<file path="config.mk">
export PLATFORM = sky130hd
export DESIGN_NAME = pcvc_queue
export DESIGN_NICKNAME = d
export VERILOG_FILES = /design/src/rtl/polar_cartesian_vector_converter_unit_defines.svh /design/src/rtl/pcvc_pkg.sv /design/src/rtl/pcvc_queue.sv
export SDC_FILE = /design/constraint.sdc
export NUM_CORES = 1
export LEC_CHECK = 0
export ABC_CLOCK_PERIOD_IN_PS = 3820
export BUFFER_PORTS_ARGS = -buffer_cell sky130_fd_sc_hd__buf_2
export CAP_MARGIN = 20
export CORE_ASPECT_RATIO = 1.4
export CORE_MARGIN = 2
export CORE_UTILIZATION = 53
export CTS_BUF_LIST = sky130_fd_sc_hd__clkbuf_8
export DETAILED_ROUTE_END_ITERATION = 16
export PLACE_DENSITY = 0.83
export SLEW_MARGIN = 15
export SYNTH_ARGS = -nofsm -noshare
export SYNTH_HDL_FRONTEND = slang
export SYNTH_SLANG_ARGS = --single-unit
export TNS_END_PERCENT = 30
</file>
<file path="constraint.sdc">
create_clock -name clk -period 3.82 [get_ports clk]
set_clock_uncertainty 0.2 [all_clocks]
set_input_delay 0.382 -clock clk [delete_from_list [all_inputs] [get_ports clk]]
set_output_delay 0.382 -clock clk [all_outputs]
set_load 0.01 [all_outputs]
</file>
<file path="src/rtl/polar_cartesian_vector_converter_unit_defines.svh">
// Assertion macros shared by the RTL.
`ifndef POLAR_CARTESIAN_VECTOR_CONVERTER_UNIT_DEFINES_SVH
`define POLAR_CARTESIAN_VECTOR_CONVERTER_UNIT_DEFINES_SVH

// Same-cycle implication.
`define PCVC_ASSERT_IMPLIES(label, clk, rst_n, cond, expr) \
label: assert property (@(posedge clk) disable iff (!rst_n) (cond) |-> (expr)) \
	else $error("pcvc: same-cycle check failed");

// Next-cycle implication.
`define PCVC_ASSERT_NEXT(label, clk, rst_n, cond, expr) \
label: assert property (@(posedge clk) disable iff (!rst_n) (cond) |=> (expr)) \
	else $error("pcvc: next-cycle check failed");

`endif

</file>
<file path="src/rtl/pcvc_pkg.sv">
`timescale 1ns / 1ps
package pcvc_pkg;

	localparam int OPND_W      = 32;
	localparam int GUARD_BITS  = 8;
	localparam int VEC_W       = 44;
	localparam int ANGLE_W     = 28;
	localparam int ROOT_W      = 32;
	localparam int SQ_W        = 66;
	localparam int PROD_W      = 62;
	localparam int GAIN_W      = 30;
	localparam int HP_W        = 15;
	localparam int QUO_W       = 10;
	localparam int WRAP_LOW    = 19;
	localparam int QUEUE_DEPTH = 4;
	localparam int QPTR_W      = 2;
	localparam int QCNT_W      = 3;

	localparam logic signed [ANGLE_W-1:0] ANG_QUARTER = 28'sd5898240;
	localparam logic signed [ANGLE_W-1:0] ANG_HALF    = 28'sd11796480;
	localparam logic signed [ANGLE_W-1:0] ANG_FULL    = 28'sd23592960;

	localparam logic signed [15:0] WRAP_OFFSET = 16'sd23040;
	localparam logic [15:0] WRAP_BASE          = 16'd45;
	localparam logic [10:0] WRAP_RECIP         = 11'd1457;
	localparam int WRAP_RECIP_SHIFT            = 16;
	localparam logic [31:0] UNIT_MAG           = 32'd65536;

	typedef enum logic [1:0] {
		CMD_POLAR_TO_CART = 2'd0,
		CMD_CART_TO_POLAR = 2'd1,
		CMD_ROTATE        = 2'd2,
		CMD_NORMALIZE     = 2'd3
	} cmd_t;

	typedef struct packed {
		cmd_t                     cmd;
		logic                     mag_neg;
		logic                     zero_vec;
		logic signed [OPND_W-1:0] first_operand;
		logic signed [OPND_W-1:0] second_operand;
		logic signed [OPND_W-1:0] rotate_angle;
	} item_t;

	typedef struct packed {
		logic  valid;
		item_t item;
	} queue_head_t;

	typedef struct packed {
		logic signed [OPND_W-1:0] first_result;
		logic signed [OPND_W-1:0] second_result;
		logic                     saturated;
	} result_t;

	function automatic logic signed [ANGLE_W-1:0] atan_unit(input int i);
		logic signed [ANGLE_W-1:0] v;
		case (i)
			0:  v = 28'sd2949120;
			1:  v = 28'sd1740967;
			2:  v = 28'sd919879;
			3:  v = 28'sd466945;
			4:  v = 28'sd234379;
			5:  v = 28'sd117304;
			6:  v = 28'sd58666;
			7:  v = 28'sd29335;
			8:  v = 28'sd14668;
			9:  v = 28'sd7334;
			10: v = 28'sd3667;
			11: v = 28'sd1833;
			12: v = 28'sd917;
			13: v = 28'sd458;
			14: v = 28'sd229;
			15: v = 28'sd115;
			16: v = 28'sd57;
			17: v = 28'sd29;
			18: v = 28'sd14;
			19: v = 28'sd7;
			20: v = 28'sd4;
			21: v = 28'sd2;
			22: v = 28'sd1;
			default: v = '0;
		endcase
		return v;
	endfunction

	// CORDIC gain correction in Q30, evaluated at elaboration.
	function automatic logic [63:0] gain_q30(input int steps);
		logic [63:0] p;
		logic [63:0] v;
		logic [63:0] r;
		logic [63:0] bitv;
		logic [63:0] quo;
		logic [63:0] rem;
		int i;
		p = 64'd1 << 30;
		for (i = 0; i < steps; i++) begin
			p = p + (p >> (2 * i));
		end
		v = p << 30;
		r = '0;
		bitv = 64'd1 << 62;
		for (i = 0; i < 32; i++) begin
			if (bitv > v) begin
				bitv = bitv >> 2;
			end
		end
		for (i = 0; i < 32; i++) begin
			if (bitv != '0) begin
				if (v >= r + bitv) begin
					v = v - (r + bitv);
					r = (r >> 1) + bitv;
				end else begin
					r = r >> 1;
				end
				bitv = bitv >> 2;
			end
		end
		quo = '0;
		rem = '0;
		for (i = 60; i >= 0; i--) begin
			rem = (rem << 1) | (((64'd1 << 60) >> i) & 64'd1);
			if (rem >= r) begin
				rem = rem - r;
				quo = quo | (64'd1 << i);
			end
		end
		return quo;
	endfunction

endpackage

</file>
<file path="src/rtl/pcvc_queue.sv">
`timescale 1ns / 1ps
module pcvc_queue (
	input  logic                   clk,
	input  logic                   arst_n,
	input  logic                   push,
	input  pcvc_pkg::item_t        push_item,
	output logic                   full,
	input  logic                   pop,
	output pcvc_pkg::queue_head_t  head
);

	pcvc_pkg::item_t entries_q [pcvc_pkg::QUEUE_DEPTH];
	logic [pcvc_pkg::QPTR_W-1:0] wr_ptr_q;
	logic [pcvc_pkg::QPTR_W-1:0] rd_ptr_q;
	logic [pcvc_pkg::QCNT_W-1:0] count_q;

	assign full       = (count_q == pcvc_pkg::QCNT_W'(pcvc_pkg::QUEUE_DEPTH));
	assign head.valid = (count_q != '0);
	assign head.item  = entries_q[rd_ptr_q];

	always_ff @(posedge clk or negedge arst_n) begin
		if (!arst_n) begin
			wr_ptr_q <= '0;
			rd_ptr_q <= '0;
			count_q  <= '0;
		end else begin
			if (push) begin
				wr_ptr_q <= wr_ptr_q + 1'b1;
			end
			if (pop) begin
				rd_ptr_q <= rd_ptr_q + 1'b1;
			end
			count_q <= count_q + pcvc_pkg::QCNT_W'(push) - pcvc_pkg::QCNT_W'(pop);
		end
	end

	always_ff @(posedge clk) begin
		if (push) begin
			entries_q[wr_ptr_q] <= push_item;
		end
	end

endmodule

</file>
# Word level (Yosys, flattened, before mapping)
# Memory sizes are Yosys's and may differ from the RTL's.
# Index checks and enable logic that the tools add are counted.
# word_totals
mem_count	1
ram_bits	400
register_bits	7
# classes
n_reduce_logical	1
mux	2
eq_ne	1
addsub	4
# mem_list
memory	depth	width	read_ports	rd_clocked_by_memory_dff	write_ports	line	rtl
entries_q	4	100	1	0	1	pcvc_queue.sv:12	pcvc_pkg::item_t entries_q [pcvc_pkg::QUEUE_DEPTH];
# ops
cell	count
adder 2 x 1 -> 2 bit (second input constant)	2
adder 3 x 1 -> 3 bit	1
equality test 3 bit (second input constant)	1
nonzero test 3 bit	1
subtractor 3 x 1 -> 3 bit	1
two-way mux 1 bit	2

# Longest topological paths before layout
# depth
depth_word	2
mapped_depth	7
ltp_nobuf	7

# Worst setup path before layout
# No wires, ideal clock.
# synth_path
kind	register -> register
from	register wr_ptr_q[0] in the netlist's numbering
to	memory entries_q[0][0] in the netlist's numbering (enable)
setup_slack_ns	0.218
t_arrival_ns	2.932
t_required_ns	3.150
path_buffers	0
setup_ns	0.470
path_stages_with_launch	4
path_cell_list	dfrtp_1 inv_1 ha_1 and2_1
# synth_rtl
element	line	rtl
from (decl)	pcvc_queue.sv:13	logic [pcvc_pkg::QPTR_W-1:0] wr_ptr_q;
from (signal assigned)	pcvc_queue.sv:28	wr_ptr_q <= wr_ptr_q + 1'b1;
to (decl)	pcvc_queue.sv:12	
# Straight into the memory's write port.

==> metrics.txt <==
Syn. warnings=0; # nets final=1024; Fillers=1743; drt first pass iters=4; Worst Path Max Fanout=28; final worst slack=943 ps; post-placement cell count=1121; Fin Setup TNS=0 ps; power per cell area=702 nW/µm²; Critical Path End Type=output port; CP delay by family, top=flip-flops; DR vias=7167; grt ovf=0; Wirelength per Cell=21.4 µm; placer congestion estimate=0.726; Largest stage delay, worst path=700 ps; register area share after synthesis=82.2%; DRC=0; post-layout util=66.5%; Reg2Reg Setup Slack=1690 ps; worst slew pin tran=528 ps; fin crit period=2880 ps; IO Pins=206; largest area contributor in the netlist=edfxtp_1; R2R depth=4; Clock Latency Late Sink=570 ps; Seq cells post-synth=407; P_sw=3810 µW; Die X=145 µm; Lkg Pwr=0.00641 µW; first-pass GRT wire length=44100 µm; Setup-failing EPs final=0; vias in the first global route=8011; hold-critical path depth=1; count of cell types in the netlist=17; Mapped Area=14800 µm²; Register Area=12200 µm²; synthesized net count=667; Hold Crit Endpoint=wr_ptr_q[0]; most frequent cells in the layout=edfxtp_1, buf_2, dlygate4sd3_1; die area=29300 µm²; largest net degree at the start of global routing=52; via/cell ratio=5.41; top_reg_cell synth=edfxtp_1; Mapped Avg Cell Area=26.7 µm²; CTS Sinks=407; Setup Fix Bufs, Post-CTS=0; total track usage=19.8%; Startpoint Class=flip-flop; Max Root-Sink Buffers=3; Async S/R FF share, synth=1.72%; Synth Instances=556; core area=27600 µm²; WP data required=3240 ps; outcome=complete, no violations; Crit Path Category=flip-flop to output port; Max Freq=0.348 GHz; internal power=9060 µW; clock group share of total power=22.2%; Worst-path clk slew=60 ps; row cnt=72; hold path start=wr_ptr_q[0]; die height=202 µm; reg2reg start=wr_ptr_q[0]; post-place setup slack=1550 ps; ranking of synthesized cells by area=edfxtp_1, mux4_2, dfrtp_1, buf_6, ha_1; Comb power frac=30.4%; power share of the sequential group=47.4%; post-synth top area share=81.0%; Root Driver=clkbuf_8; number of synthesized flops with an enable pin=400; Final ANT Viol Nets=0; Reg-to-Reg End=entries_q[2][45]; DRT iter0 DRCs=360; critical path, cell by cell=buf_4 -> mux4_2 -> buf_2; fin cells=1325; RSZ-0062 raised after global routing=no; HP Class=flip-flop to flip-flop; sw frac=29.6%; CTS Buf Count=56; initial antenna violation count=4; Peak VDD IR=0.000486 V; dpl hpwl=16300 µm; Detailed Route WL=28300 µm; period utilization=75.3%; layout cells sized above 1=41.0%; hold violation count in the final report=0; CTS H-tree depth=2; Max Slew Vio Count=0; WP buf/inv=2; Slowest cell on crit path=dfrtp_4; arrival time at the worst endpoint=2300 ps; P&R area growth vs syn=23.7%; most common cell after layout, fill and taps aside=edfxtp_1; TritonCTS clock tree=yes; headroom to the max-slew limit=64.8%; area of the multi-input gates=2450 µm²; port bufs=205; max-cap violation count=0; Starting Density=53.8%
worst register-to-register path, delay by kind of cell, from the launching register on:
family	cells	cell delay, ps
buffers and inverters	2	560
and+or+nand+nor	1	480
DFF	1	420
adders and majority gates	1	140
synthesized netlist by cell type, types with 2 or more instances:
| library cell | instances |
|---|---|
| and2_1 | 4 |
| buf_2 | 10 |
| buf_4 | 2 |
| buf_6 | 9 |
| dfrtp_1 | 7 |
| edfxtp_1 | 400 |
| ha_1 | 6 |
| inv_1 | 6 |
| mux4_2 | 100 |
| nand2_1 | 2 |
| xnor2_1 | 3 |
| xor2_1 | 2 |
area by class of cell:
type	instances	share of cell area [%]
Sequential cell	407	66.5
Multi-Input combinational cell	121	13.4
Timing Repair Buffer	321	12.2
Clock buffer	57	4.28
Tap cell	370	2.52
Clock inverter	40	0.928
Inverter	6	0.123
Antenna cell	3	0.0409
power groups by stage:
stage | registers, µW | logic, µW | clock network (µW)
floorplan | 6120 | 2600 | 0
global placement | 6130 | 3840 | 0
detailed placement | 6190 | 3880 | 0
CTS | 6100 | 3980 | 2940
global route | 6170 | 4200 | 3120
finish | 6100 | 3920 | 2860
repair_timing:
item / 4_1_cts / 5_1_grt
resized for setup: 0 / 0
hold buffers: 104 / 0
endpoints found under the hold margin: 412 / 0
stage by stage:
| step | total power (µW) | hold slack (ps) | instance area [µm²] |
|---|---|---|---|
| after detailed placement | 10100 | 28.4 | 16300 |
| final | 12900 | 327 | 18300 |
| after global routing | 13500 | 308 | 18300 |
| after floorplan | 8720 | -114 | 14800 |
| after CTS | 13000 | 295 | 18300 |
| after global placement | 9970 | 29.6 | 16300 |
registers in the layout, indices dropped and copies added (netlist names):
| signal | cells |
|---|---|
| entries_q | 400 |
| count_q | 3 |
| wr_ptr_q | 2 |
| rd_ptr_q | 2 |
per-layer routing:
layer  vias to the layer above  share of wire (%)  GRT usage [%]
li1                       3120                  -              -
met1                      3686                 37           23.4
met2                       279                 53           34.4
met3                        80                5.8           4.74
met4                         2                4.1           9.42
met5                         -              0.046              0
how the worst max path moves through the flow:
stage          slack [ps]  cells past startpoint               to         from
2_1_floorplan         220                      3  entries_q[0][0]  wr_ptr_q[0]
3_3_place_gp         1560                      3         head[68]  rd_ptr_q[1]
3_5_place_dp         1550                      3         head[99]  rd_ptr_q[1]
4_1_cts               900                      3         head[99]  rd_ptr_q[1]
5_1_grt               860                      3         head[15]  rd_ptr_q[1]
6_report              940                      3         head[28]  rd_ptr_q[1]
cells by family (layout without fill, tap and decap cells):
logic type	count (synthesis)	in the layout	share of synthesized area [%]
flip-flops	407	407	82.2
multiplexers	100	100	15.2
buffers and inverters	28	424	1.30
AND/OR/NAND/NOR	8	8	0.304
adder cells (fa/ha/maj)	7	7	0.642
XOR/XNOR	5	5	0.296
AO/OA/AOI/OAI	1	1	0.0337
other	0	3	0
(Power assumes the default switching activity.)
