<file path="config.mk">
export PLATFORM = sky130hd
export DESIGN_NAME = pcvc_front
export DESIGN_NICKNAME = d
export VERILOG_FILES = /design/src/rtl/polar_cartesian_vector_converter_unit_defines.svh /design/src/rtl/pcvc_pkg.sv /design/src/rtl/pcvc_front.sv
export SDC_FILE = /design/constraint.sdc
export NUM_CORES = 1
export LEC_CHECK = 0
export ABC_AREA = 1
export BUFFER_PORTS_ARGS = -buffer_cell sky130_fd_sc_hd__buf_2
export CAP_MARGIN = 40
export CORE_AREA = 5 5 74 76
export DETAILED_ROUTE_END_ITERATION = 10
export DIE_AREA = 0 0 79 81
export PLACE_DENSITY_LB_ADDON = 0.08
export SYNTH_ARGS = -nofsm -noshare
export SYNTH_HDL_FRONTEND = slang
export SYNTH_SLANG_ARGS = --single-unit
</file>
<file path="constraint.sdc">
create_clock -name vclk -period 0.9
set_input_delay 0.09 -clock vclk [all_inputs]
set_output_delay 0.09 -clock vclk [all_outputs]
set_load 0.01 [all_outputs]
</file>
<file path="src/rtl/polar_cartesian_vector_converter_unit_defines.svh">
// Assertion macros shared by the RTL.
`ifndef POLAR_CARTESIAN_VECTOR_CONVERTER_UNIT_DEFINES_SVH
`define POLAR_CARTESIAN_VECTOR_CONVERTER_UNIT_DEFINES_SVH

// Same-cycle implication.
`define PCVC_ASSERT_IMPLIES(label, clk, rst_n, cond, expr) \
label: assert property (@(posedge clk) disable iff (!rst_n) (cond) |-> (expr)) \
	else $error("pcvc: same-cycle check failed");

// Next-cycle implication.
`define PCVC_ASSERT_NEXT(label, clk, rst_n, cond, expr) \
label: assert property (@(posedge clk) disable iff (!rst_n) (cond) |=> (expr)) \
	else $error("pcvc: next-cycle check failed");

`endif

</file>
<file path="src/rtl/pcvc_pkg.sv">
`timescale 1ns / 1ps
package pcvc_pkg;

	localparam int OPND_W      = 32;
	localparam int GUARD_BITS  = 8;
	localparam int VEC_W       = 44;
	localparam int ANGLE_W     = 28;
	localparam int ROOT_W      = 32;
	localparam int SQ_W        = 66;
	localparam int PROD_W      = 62;
	localparam int GAIN_W      = 30;
	localparam int HP_W        = 15;
	localparam int QUO_W       = 10;
	localparam int WRAP_LOW    = 19;
	localparam int QUEUE_DEPTH = 4;
	localparam int QPTR_W      = 2;
	localparam int QCNT_W      = 3;

	localparam logic signed [ANGLE_W-1:0] ANG_QUARTER = 28'sd5898240;
	localparam logic signed [ANGLE_W-1:0] ANG_HALF    = 28'sd11796480;
	localparam logic signed [ANGLE_W-1:0] ANG_FULL    = 28'sd23592960;

	localparam logic signed [15:0] WRAP_OFFSET = 16'sd23040;
	localparam logic [15:0] WRAP_BASE          = 16'd45;
	localparam logic [10:0] WRAP_RECIP         = 11'd1457;
	localparam int WRAP_RECIP_SHIFT            = 16;
	localparam logic [31:0] UNIT_MAG           = 32'd65536;

	typedef enum logic [1:0] {
		CMD_POLAR_TO_CART = 2'd0,
		CMD_CART_TO_POLAR = 2'd1,
		CMD_ROTATE        = 2'd2,
		CMD_NORMALIZE     = 2'd3
	} cmd_t;

	typedef struct packed {
		cmd_t                     cmd;
		logic                     mag_neg;
		logic                     zero_vec;
		logic signed [OPND_W-1:0] first_operand;
		logic signed [OPND_W-1:0] second_operand;
		logic signed [OPND_W-1:0] rotate_angle;
	} item_t;

	typedef struct packed {
		logic  valid;
		item_t item;
	} queue_head_t;

	typedef struct packed {
		logic signed [OPND_W-1:0] first_result;
		logic signed [OPND_W-1:0] second_result;
		logic                     saturated;
	} result_t;

	function automatic logic signed [ANGLE_W-1:0] atan_unit(input int i);
		logic signed [ANGLE_W-1:0] v;
		case (i)
			0:  v = 28'sd2949120;
			1:  v = 28'sd1740967;
			2:  v = 28'sd919879;
			3:  v = 28'sd466945;
			4:  v = 28'sd234379;
			5:  v = 28'sd117304;
			6:  v = 28'sd58666;
			7:  v = 28'sd29335;
			8:  v = 28'sd14668;
			9:  v = 28'sd7334;
			10: v = 28'sd3667;
			11: v = 28'sd1833;
			12: v = 28'sd917;
			13: v = 28'sd458;
			14: v = 28'sd229;
			15: v = 28'sd115;
			16: v = 28'sd57;
			17: v = 28'sd29;
			18: v = 28'sd14;
			19: v = 28'sd7;
			20: v = 28'sd4;
			21: v = 28'sd2;
			22: v = 28'sd1;
			default: v = '0;
		endcase
		return v;
	endfunction

	// CORDIC gain correction in Q30, evaluated at elaboration.
	function automatic logic [63:0] gain_q30(input int steps);
		logic [63:0] p;
		logic [63:0] v;
		logic [63:0] r;
		logic [63:0] bitv;
		logic [63:0] quo;
		logic [63:0] rem;
		int i;
		p = 64'd1 << 30;
		for (i = 0; i < steps; i++) begin
			p = p + (p >> (2 * i));
		end
		v = p << 30;
		r = '0;
		bitv = 64'd1 << 62;
		for (i = 0; i < 32; i++) begin
			if (bitv > v) begin
				bitv = bitv >> 2;
			end
		end
		for (i = 0; i < 32; i++) begin
			if (bitv != '0) begin
				if (v >= r + bitv) begin
					v = v - (r + bitv);
					r = (r >> 1) + bitv;
				end else begin
					r = r >> 1;
				end
				bitv = bitv >> 2;
			end
		end
		quo = '0;
		rem = '0;
		for (i = 60; i >= 0; i--) begin
			rem = (rem << 1) | (((64'd1 << 60) >> i) & 64'd1);
			if (rem >= r) begin
				rem = rem - r;
				quo = quo | (64'd1 << i);
			end
		end
		return quo;
	endfunction

endpackage

</file>
<file path="src/rtl/pcvc_front.sv">
`timescale 1ns / 1ps
module pcvc_front (
	input  logic                s_tvalid,
	output logic                s_tready,
	input  logic [95:0]         s_tdata,
	input  logic [1:0]          s_tuser,
	input  logic                queue_full,
	output logic                push,
	output pcvc_pkg::item_t     item
);

	pcvc_pkg::cmd_t cmd;
	logic signed [31:0] opa;
	logic signed [31:0] opb;
	logic signed [31:0] opr;

	assign s_tready = !queue_full;
	assign push     = s_tvalid && !queue_full;

	always_comb begin
		cmd = pcvc_pkg::cmd_t'(s_tuser);
		opa = s_tdata[31:0];
		opb = s_tdata[63:32];
		opr = s_tdata[95:64];
		item.cmd            = cmd;
		item.first_operand  = opa;
		item.second_operand = opb;
		item.rotate_angle   = (cmd == pcvc_pkg::CMD_ROTATE) ? opr : '0;
		item.mag_neg        = (cmd == pcvc_pkg::CMD_POLAR_TO_CART) && opa[31];
		item.zero_vec       = (opa == '0) && (opb == '0);
	end

endmodule

</file>
### Word level (Yosys, flattened, before mapping)

Index checks and enable logic that the tools add are counted.

* bits in registers: 0
* input port bits: 100
* output and inout port bits: 102

* eq/ne operators: 1
* muxes and demuxes: 1
* reductions and logical operators: 7

Operator list (count)
* $logic_not A32 Y1: 2
* $mux W32: 1
* $logic_and A1 B1 Y1: 3
* $eq A2 B2 Y1 const B: 1
* $logic_not A2 Y1: 1
* $logic_not A1 Y1: 1

### Depth between registers and ports, before layout

Gate-level depths: netlist of the first run.

* word-level depth: 2
* gate-level depth with buffers: 7

### Least setup slack after synthesis of the first run

OpenSTA, ideal clock, no wires.

* path kind: input-to-output
* start point: input port s_tdata[23]
* end point: output port item[96] (netlist bit)
* data arrival time: 0.623 ns
* setup slack: 0.187 ns
* stages: 6
* cell sequence: nor2_1 -> and2_1 -> nand2_1 -> nor2_1 -> nand2_1 -> nor2_1

RTL lines
* start: declaration: RTL line pcvc_front.sv:5 `input logic [95:0] s_tdata,`
* end: declaration: RTL line pcvc_front.sv:9 `output pcvc_pkg::item_t item`

==> parameters.txt, run 1 <==
Parameter                              Value

Outcome
  Status    finished, violations left
  Violated checks    negative setup slack

Floorplanning
  Boundary Pins    202
  Initial core utilization    23.3%
  Die area    around 6400 sq um
  Die boundary width    79 um
  Number of rows created at floorplan    25
  Die extent in y    81 um
  Placeable core region    4660 sq um

Routing
  Mean number of vias per cell    3.73
  DRC marker count from the first detailed-route iteration    5
  Detailed-route via count    1541
  Post-DR wirelength/cell    approximately 11 um
  Detailed-route wire length    4.64 mm
  Post-route DRC    0
  Number of nets still failing antenna checks after routing    0
  First-pass iteration count of the detailed router    2

Timing
  Number of endpoints failing setup at the final stage    1
  Max frequency    around 1100 MHz
  Fin worst setup slack    -0.0370 ns
  Worst slew slack as a fraction of its limit    approximately nine tenths
  Setup TNS    -0.0370 ns
  Minimum clock period after layout    0.937 ns
  Share of the cycle needed by the critical path after routing    104%
  Least-Margin Pin Slew    0.143 ns
  Final Hold Vio Count    0
  Pins Over Slew Limit    0
  Setup repair after global routing missed its margin    yes

Hold path
  Worst hold path type    in2out
  Endpoint of the worst hold-timing path    item[90]
  Number of stages on the worst hold path    2
  Min-Delay Startpoint    s_tdata[26]

Finish
  Area delta synth->final    79.4%
  Commonest cells after routing, fill and taps aside    186 x sky130_fd_sc_hd__buf_2, 52 x sky130_fd_sc_hd__nor2_1, 47 x sky130_fd_sc_hd__inv_1, 16 x sky130_fd_sc_hd__buf_6, 13 x sky130_fd_sc_hd__nand2_1
  Most common cell after layout, fill and taps aside    sky130_fd_sc_hd__buf_2
  Antenna Cells    0
  Number of nets in the layout    461
  Layout Utilization    roughly two fifths
  # clk buffers    0
  Share of layout cells above drive strength 1    between 60% and 70%
  FF+latch count    0
  FF/Latch Area    0 sq um

Clocking
  CTS Hold Buffers Added    0

Placed design
  Final HPWL DP    around 4.2 mm
  GPL Wtd Cong    0.707
  Count of port buffers added during placement    202

Setup path
  Classification of the worst setup path    in2out
  Worst Path Max Fanout    2
  Data arrival, critical path    0.85 ns
  Category of the worst setup path launch point    primary input
  Worst endpoint required time    just over 0.8 ns
  Critical Path Sink Type    output port

Global routing
  Via count of the first global-routing pass    1458
  Overall global routing resource usage    between 10% and 20%
  Global-route wire length before repair    6.46 mm
  Largest net degree at the start of global routing    27
  Overflow left after global routing    0
  Number of antenna violations at the first check in global routing    0

Pwr
  Leak Pwr    approximately 1.4 nW
  IR Drop Worst-Case VDD    ~200 uV
  Total power after layout    0.848 mW
  Power per unit of standard cell area    436 nW/um^2

Logic synthesis
  Cell count after synthesis    roughly 210
  Post-synth top area cell    sky130_fd_sc_hd__buf_4
  Warnings from Yosys    0
  Top cells by area in the synthesized netlist    sky130_fd_sc_hd__buf_4 46%, sky130_fd_sc_hd__nor2_1 22%, sky130_fd_sc_hd__inv_1 19%, sky130_fd_sc_hd__nand2_1 5.9%, sky130_fd_sc_hd__and2_1 1.7%
  Post-synthesis net count    314
  Area of the mapped netlist    ~1100 sq um
  Number of distinct library cells after synthesis    11
  Share of the yosys chip area belonging to registers    0%
  Area share of the largest cell type after synthesis    45.7%
  Synthesized area per cell    between 5 and 6 sq um

Run
  Number of maximum-capacitance violations    0
## power by group
part	internal [mW]	switching [mW]
sequential	0	0
combinational	0.446	0.402
clock	0	0
total	0.446	0.402
## final cells by class
| cell class | count | area [sq um] |
|---|---|---|
| inverters | 55 | 206 |
| fillers | 516 | 2720 |
| multi-input cells | 90 | 440 |
| well taps | 54 | 67.6 |
| repair buffers | 214 | 1230 |
## cells in the mapped netlist
cell type	number
sky130_fd_sc_hd__nand4_1	3
sky130_fd_sc_hd__buf_4	66
sky130_fd_sc_hd__nor2_1	64
sky130_fd_sc_hd__and2_1	3
sky130_fd_sc_hd__nor3b_1	1
sky130_fd_sc_hd__nand2_1	17
sky130_fd_sc_hd__nor2_2	1
sky130_fd_sc_hd__inv_1	54
sky130_fd_sc_hd__buf_2	3
sky130_fd_sc_hd__inv_2	1
sky130_fd_sc_hd__nand4_2	1
## kinds of logic (layout without fill, tap and decap cells)
| group | after synthesis | count (layout) | synth area share [%] |
|---|---|---|---|
| and+or+nand+nor | 90 | 90 | 33.9 |
| buffers and inverters | 124 | 269 | 66.1 |
## layer usage
layer	GRT usage [%]	part of all wire, %
met5	0	0
met4	0	0
met3	2.99	14
met2	26.3	56
met1	11.9	30
## worst max path at each step
stage           startpoint        to  slack [ns]
2_1_floorplan  s_tdata[23]  item[96]        0.19
3_3_place_gp   s_tdata[21]  item[96]       -0.13
3_5_place_dp   s_tdata[21]  item[96]       -0.13
4_1_cts        s_tdata[20]  item[96]       -0.03
5_1_grt        s_tdata[17]  item[96]       -0.11
6_report       s_tdata[22]  item[96]       -0.04
## critical path: stages
cell                      delay (ns)
sky130_fd_sc_hd__buf_6          0.09
sky130_fd_sc_hd__nor2_1         0.09
sky130_fd_sc_hd__and2_4         0.16
sky130_fd_sc_hd__nand2_4        0.05
sky130_fd_sc_hd__nor2_4         0.09
sky130_fd_sc_hd__nand2_1        0.05
sky130_fd_sc_hd__nor2_1         0.09
sky130_fd_sc_hd__buf_2          0.13
## per-stage QoR
stage | instance area [sq um] | hold slack, ns | worst slack [ns] | std cells
finish | 1950 | 0.366 | -0.0370 | 413
global route | 1950 | 0.373 | -0.113 | 413
CTS | 1820 | 0.362 | -0.0300 | 412
global placement | 1750 | 0.381 | -0.134 | 412
floorplan | 1080 | 0.224 | 0.187 | 214
detailed placement | 1750 | 0.381 | -0.129 | 412
## timing repair
| action | in CTS | in global routing |
|---|---|---|
| gates resized for setup | 18 | 28 |
| setup buffers | 0 | 0 |
| endpoints found under the hold margin | 0 | 0 |
| cloned | 0 | 1 |
| pin swaps | 15 | 14 |
| setup endpoints to repair | 1 | 5 |
(Power assumes the default switching activity.)
==> run 2: changes to the inputs <==
==> constraint.sdc (replaced) <==
create_clock -name vclk -period 0.9
set_input_delay 0.045 -clock vclk [all_inputs]
set_output_delay 0.045 -clock vclk [all_outputs]
set_load 0.01 [all_outputs]
==> run 2 against run 1 <==
The flow now finishes without violations; largest power group unchanged; cell count fell by 1.9%; maximum frequency increased by 9.3%; sequential share of layout area unchanged; critical endpoint unchanged.
==> parameters.txt, run 2 (same netlist as run 1, synthesis figures left out) <==
Parameter                              Value

Timing
  Worst slew slack as a fraction of its limit    87.1% (was 90.5%)
  Max frequency    1170 MHz (was 1070 MHz)
  Least-Margin Pin Slew    0.194 ns (was 0.143 ns)
  Share of the cycle needed by the critical path after routing    95.3% (was 104%)
  Minimum clock period after layout    0.858 ns (was 0.937 ns)
  Pins Over Slew Limit    0 (unchanged)
  Number of endpoints failing setup at the final stage    0 (was 1)
  Setup repair after global routing missed its margin    yes (unchanged)
  Final Hold Vio Count    0 (unchanged)

Routing
  Detailed-route via count    1503 (was 1541)
  Detailed-route wire length    4.41 mm (was 4.64 mm)
  Post-route DRC    0 (unchanged)
  DRC marker count from the first detailed-route iteration    16 (was 5)
  Post-DR wirelength/cell    10.9 um (was 11.2 um)
  First-pass iteration count of the detailed router    2 (unchanged)
  Number of nets still failing antenna checks after routing    0 (unchanged)
  Mean number of vias per cell    3.71 (was 3.73)

Setup path
  Category of the worst setup path launch point    primary input (unchanged)
  Worst Path Max Fanout    2 (unchanged)
  Classification of the worst setup path    in2out (unchanged)
  Worst endpoint required time    0.85 ns (was 0.81 ns)
  Data arrival, critical path    0.81 ns (was 0.85 ns)
  Critical Path Sink Type    output port (unchanged)

Placed design
  Count of port buffers added during placement    202 (unchanged)
  Dpl cells    405 (was 412)
  Final HPWL DP    4.15 mm (was 4.16 mm)
  GPL Wtd Cong    0.676 (was 0.707)

Finish
  Layout Utilization    37.3% (was 41.7%)
  Area used by multi-input combinational logic    398 sq um (was 440 sq um)
  Most common cell after layout, fill and taps aside    sky130_fd_sc_hd__buf_2 (unchanged)
  Commonest cells after routing, fill and taps aside    198 x sky130_fd_sc_hd__buf_2, 57 x sky130_fd_sc_hd__nor2_1, 51 x sky130_fd_sc_hd__inv_1, 15 x sky130_fd_sc_hd__nand2_1, 7 x sky130_fd_sc_hd__nor2_2 (was 186 x sky130_fd_sc_hd__buf_2, 52 x sky130_fd_sc_hd__nor2_1, 47 x sky130_fd_sc_hd__inv_1, 16 x sky130_fd_sc_hd__buf_6, 13 x sky130_fd_sc_hd__nand2_1)
  FF+latch count    0 (unchanged)
  Fin cells    405 (was 413)
  Share of layout cells above drive strength 1    63.2% (was 67.1%)
  Number of nets in the layout    453 (was 461)
  FF/Latch Area    0 sq um (unchanged)
  # clk buffers    0 (unchanged)
  Filler cell count in the final layout    524 (was 516)
  Antenna Cells    0 (unchanged)
  Area delta synth->final    60.2% (was 79.4%)

Outcome
  Status    completed (was finished, violations left)

Run
  Number of maximum-capacitance violations    0 (unchanged)

Clocking
  Setup Buffers After CTS    0 (unchanged)

Global routing
  Overall global routing resource usage    11.6% (was 12.1%)
  Via count of the first global-routing pass    1397 (was 1458)
  Number of antenna violations at the first check in global routing    0 (unchanged)
  Global-route wire length before repair    6.19 mm (was 6.46 mm)
  Largest net degree at the start of global routing    23 (was 27)
  Overflow left after global routing    0 (unchanged)

Pwr
  Leak Pwr    1.32 nW (was 1.41 nW)
  Total power after layout    0.749 mW (was 0.848 mW)
  Power per unit of standard cell area    431 nW/um^2 (was 436 nW/um^2)
  IR Drop Worst-Case VDD    145 uV (was 199 uV)

Floorplanning
  Die boundary width    79 um (unchanged)
  Number of rows created at floorplan    25 (unchanged)
  Initial core utilization    23.3% (unchanged)
  Die extent in y    81 um (unchanged)
  Placeable core region    4660 sq um (unchanged)
  Boundary Pins    202 (unchanged)
  Die area    6400 sq um (unchanged)

Hold path
  Worst hold path type    in2out (unchanged)
run 2: changes by cell type in the layout (fill, tap and decap cells not counted), moves of 5 or more:
cell / change
sky130_fd_sc_hd__buf_6: -12
sky130_fd_sc_hd__nor2_1: +5
sky130_fd_sc_hd__buf_4: -6
sky130_fd_sc_hd__buf_2: +12
run 2: path summary, 6_finish.rpt:
| check | from | endpoint | slack (ns) | cells after the start |
|---|---|---|---|---|
| max | s_tdata[20] | item[96] | 0.04 | 8 |
| min | s_tdata[36] | item[36] | 0.27 | 2 |
run 2: area by class of cell:
class	instances	share of cell area, %
timing repair buffer	206	61.3
inverter	55	11.9
tap	54	3.89
multi-input combinational	90	22.9
run 2: stage by stage:
step	TNS (ns)	cell area, sq um	hold WS (ns)	setup slack [ns]
detailed placement	-0.0523	1680	0.290	-0.0523
global placement	-0.0510	1680	0.291	-0.0510
global route	-0.0650	1740	0.286	-0.0650
CTS	0	1690	0.291	0.00165
floorplan	0	1080	0.134	0.277
finish	0	1740	0.274	0.0424
run 2: what timing repair did:
item	in CTS	in global routing
hold buffers	0	0
pin swaps	1	12
cloned	0	0
gates resized for setup	3	17
setup endpoints to repair	1	1
run 2: routing by layer:
metal | GRT usage (%) | vias to the layer above | wire length [um]
met4 | 0 | 0 | 0
met3 | 3.10 | 0 | 644
met5 | 0 | - | 0
li1 | - | 805 | -
met2 | 24.9 | 107 | 2410
met1 | 11.5 | 591 | 1350
run 2: power by group:
group	switching (mW)	internal, mW
sequential	0	0
clock	0	0
combinational	0.376	0.373
total	0.376	0.373
run 2: worst max-delay path, stage by stage:
cell and delay, ns:
sky130_fd_sc_hd__buf_6 0.10, sky130_fd_sc_hd__nor2_4 0.10, sky130_fd_sc_hd__and2_4 0.14, sky130_fd_sc_hd__nand2_2 0.04
sky130_fd_sc_hd__nor2_2 0.11, sky130_fd_sc_hd__nand2_1 0.06, sky130_fd_sc_hd__nor2_1 0.08, sky130_fd_sc_hd__buf_2 0.13
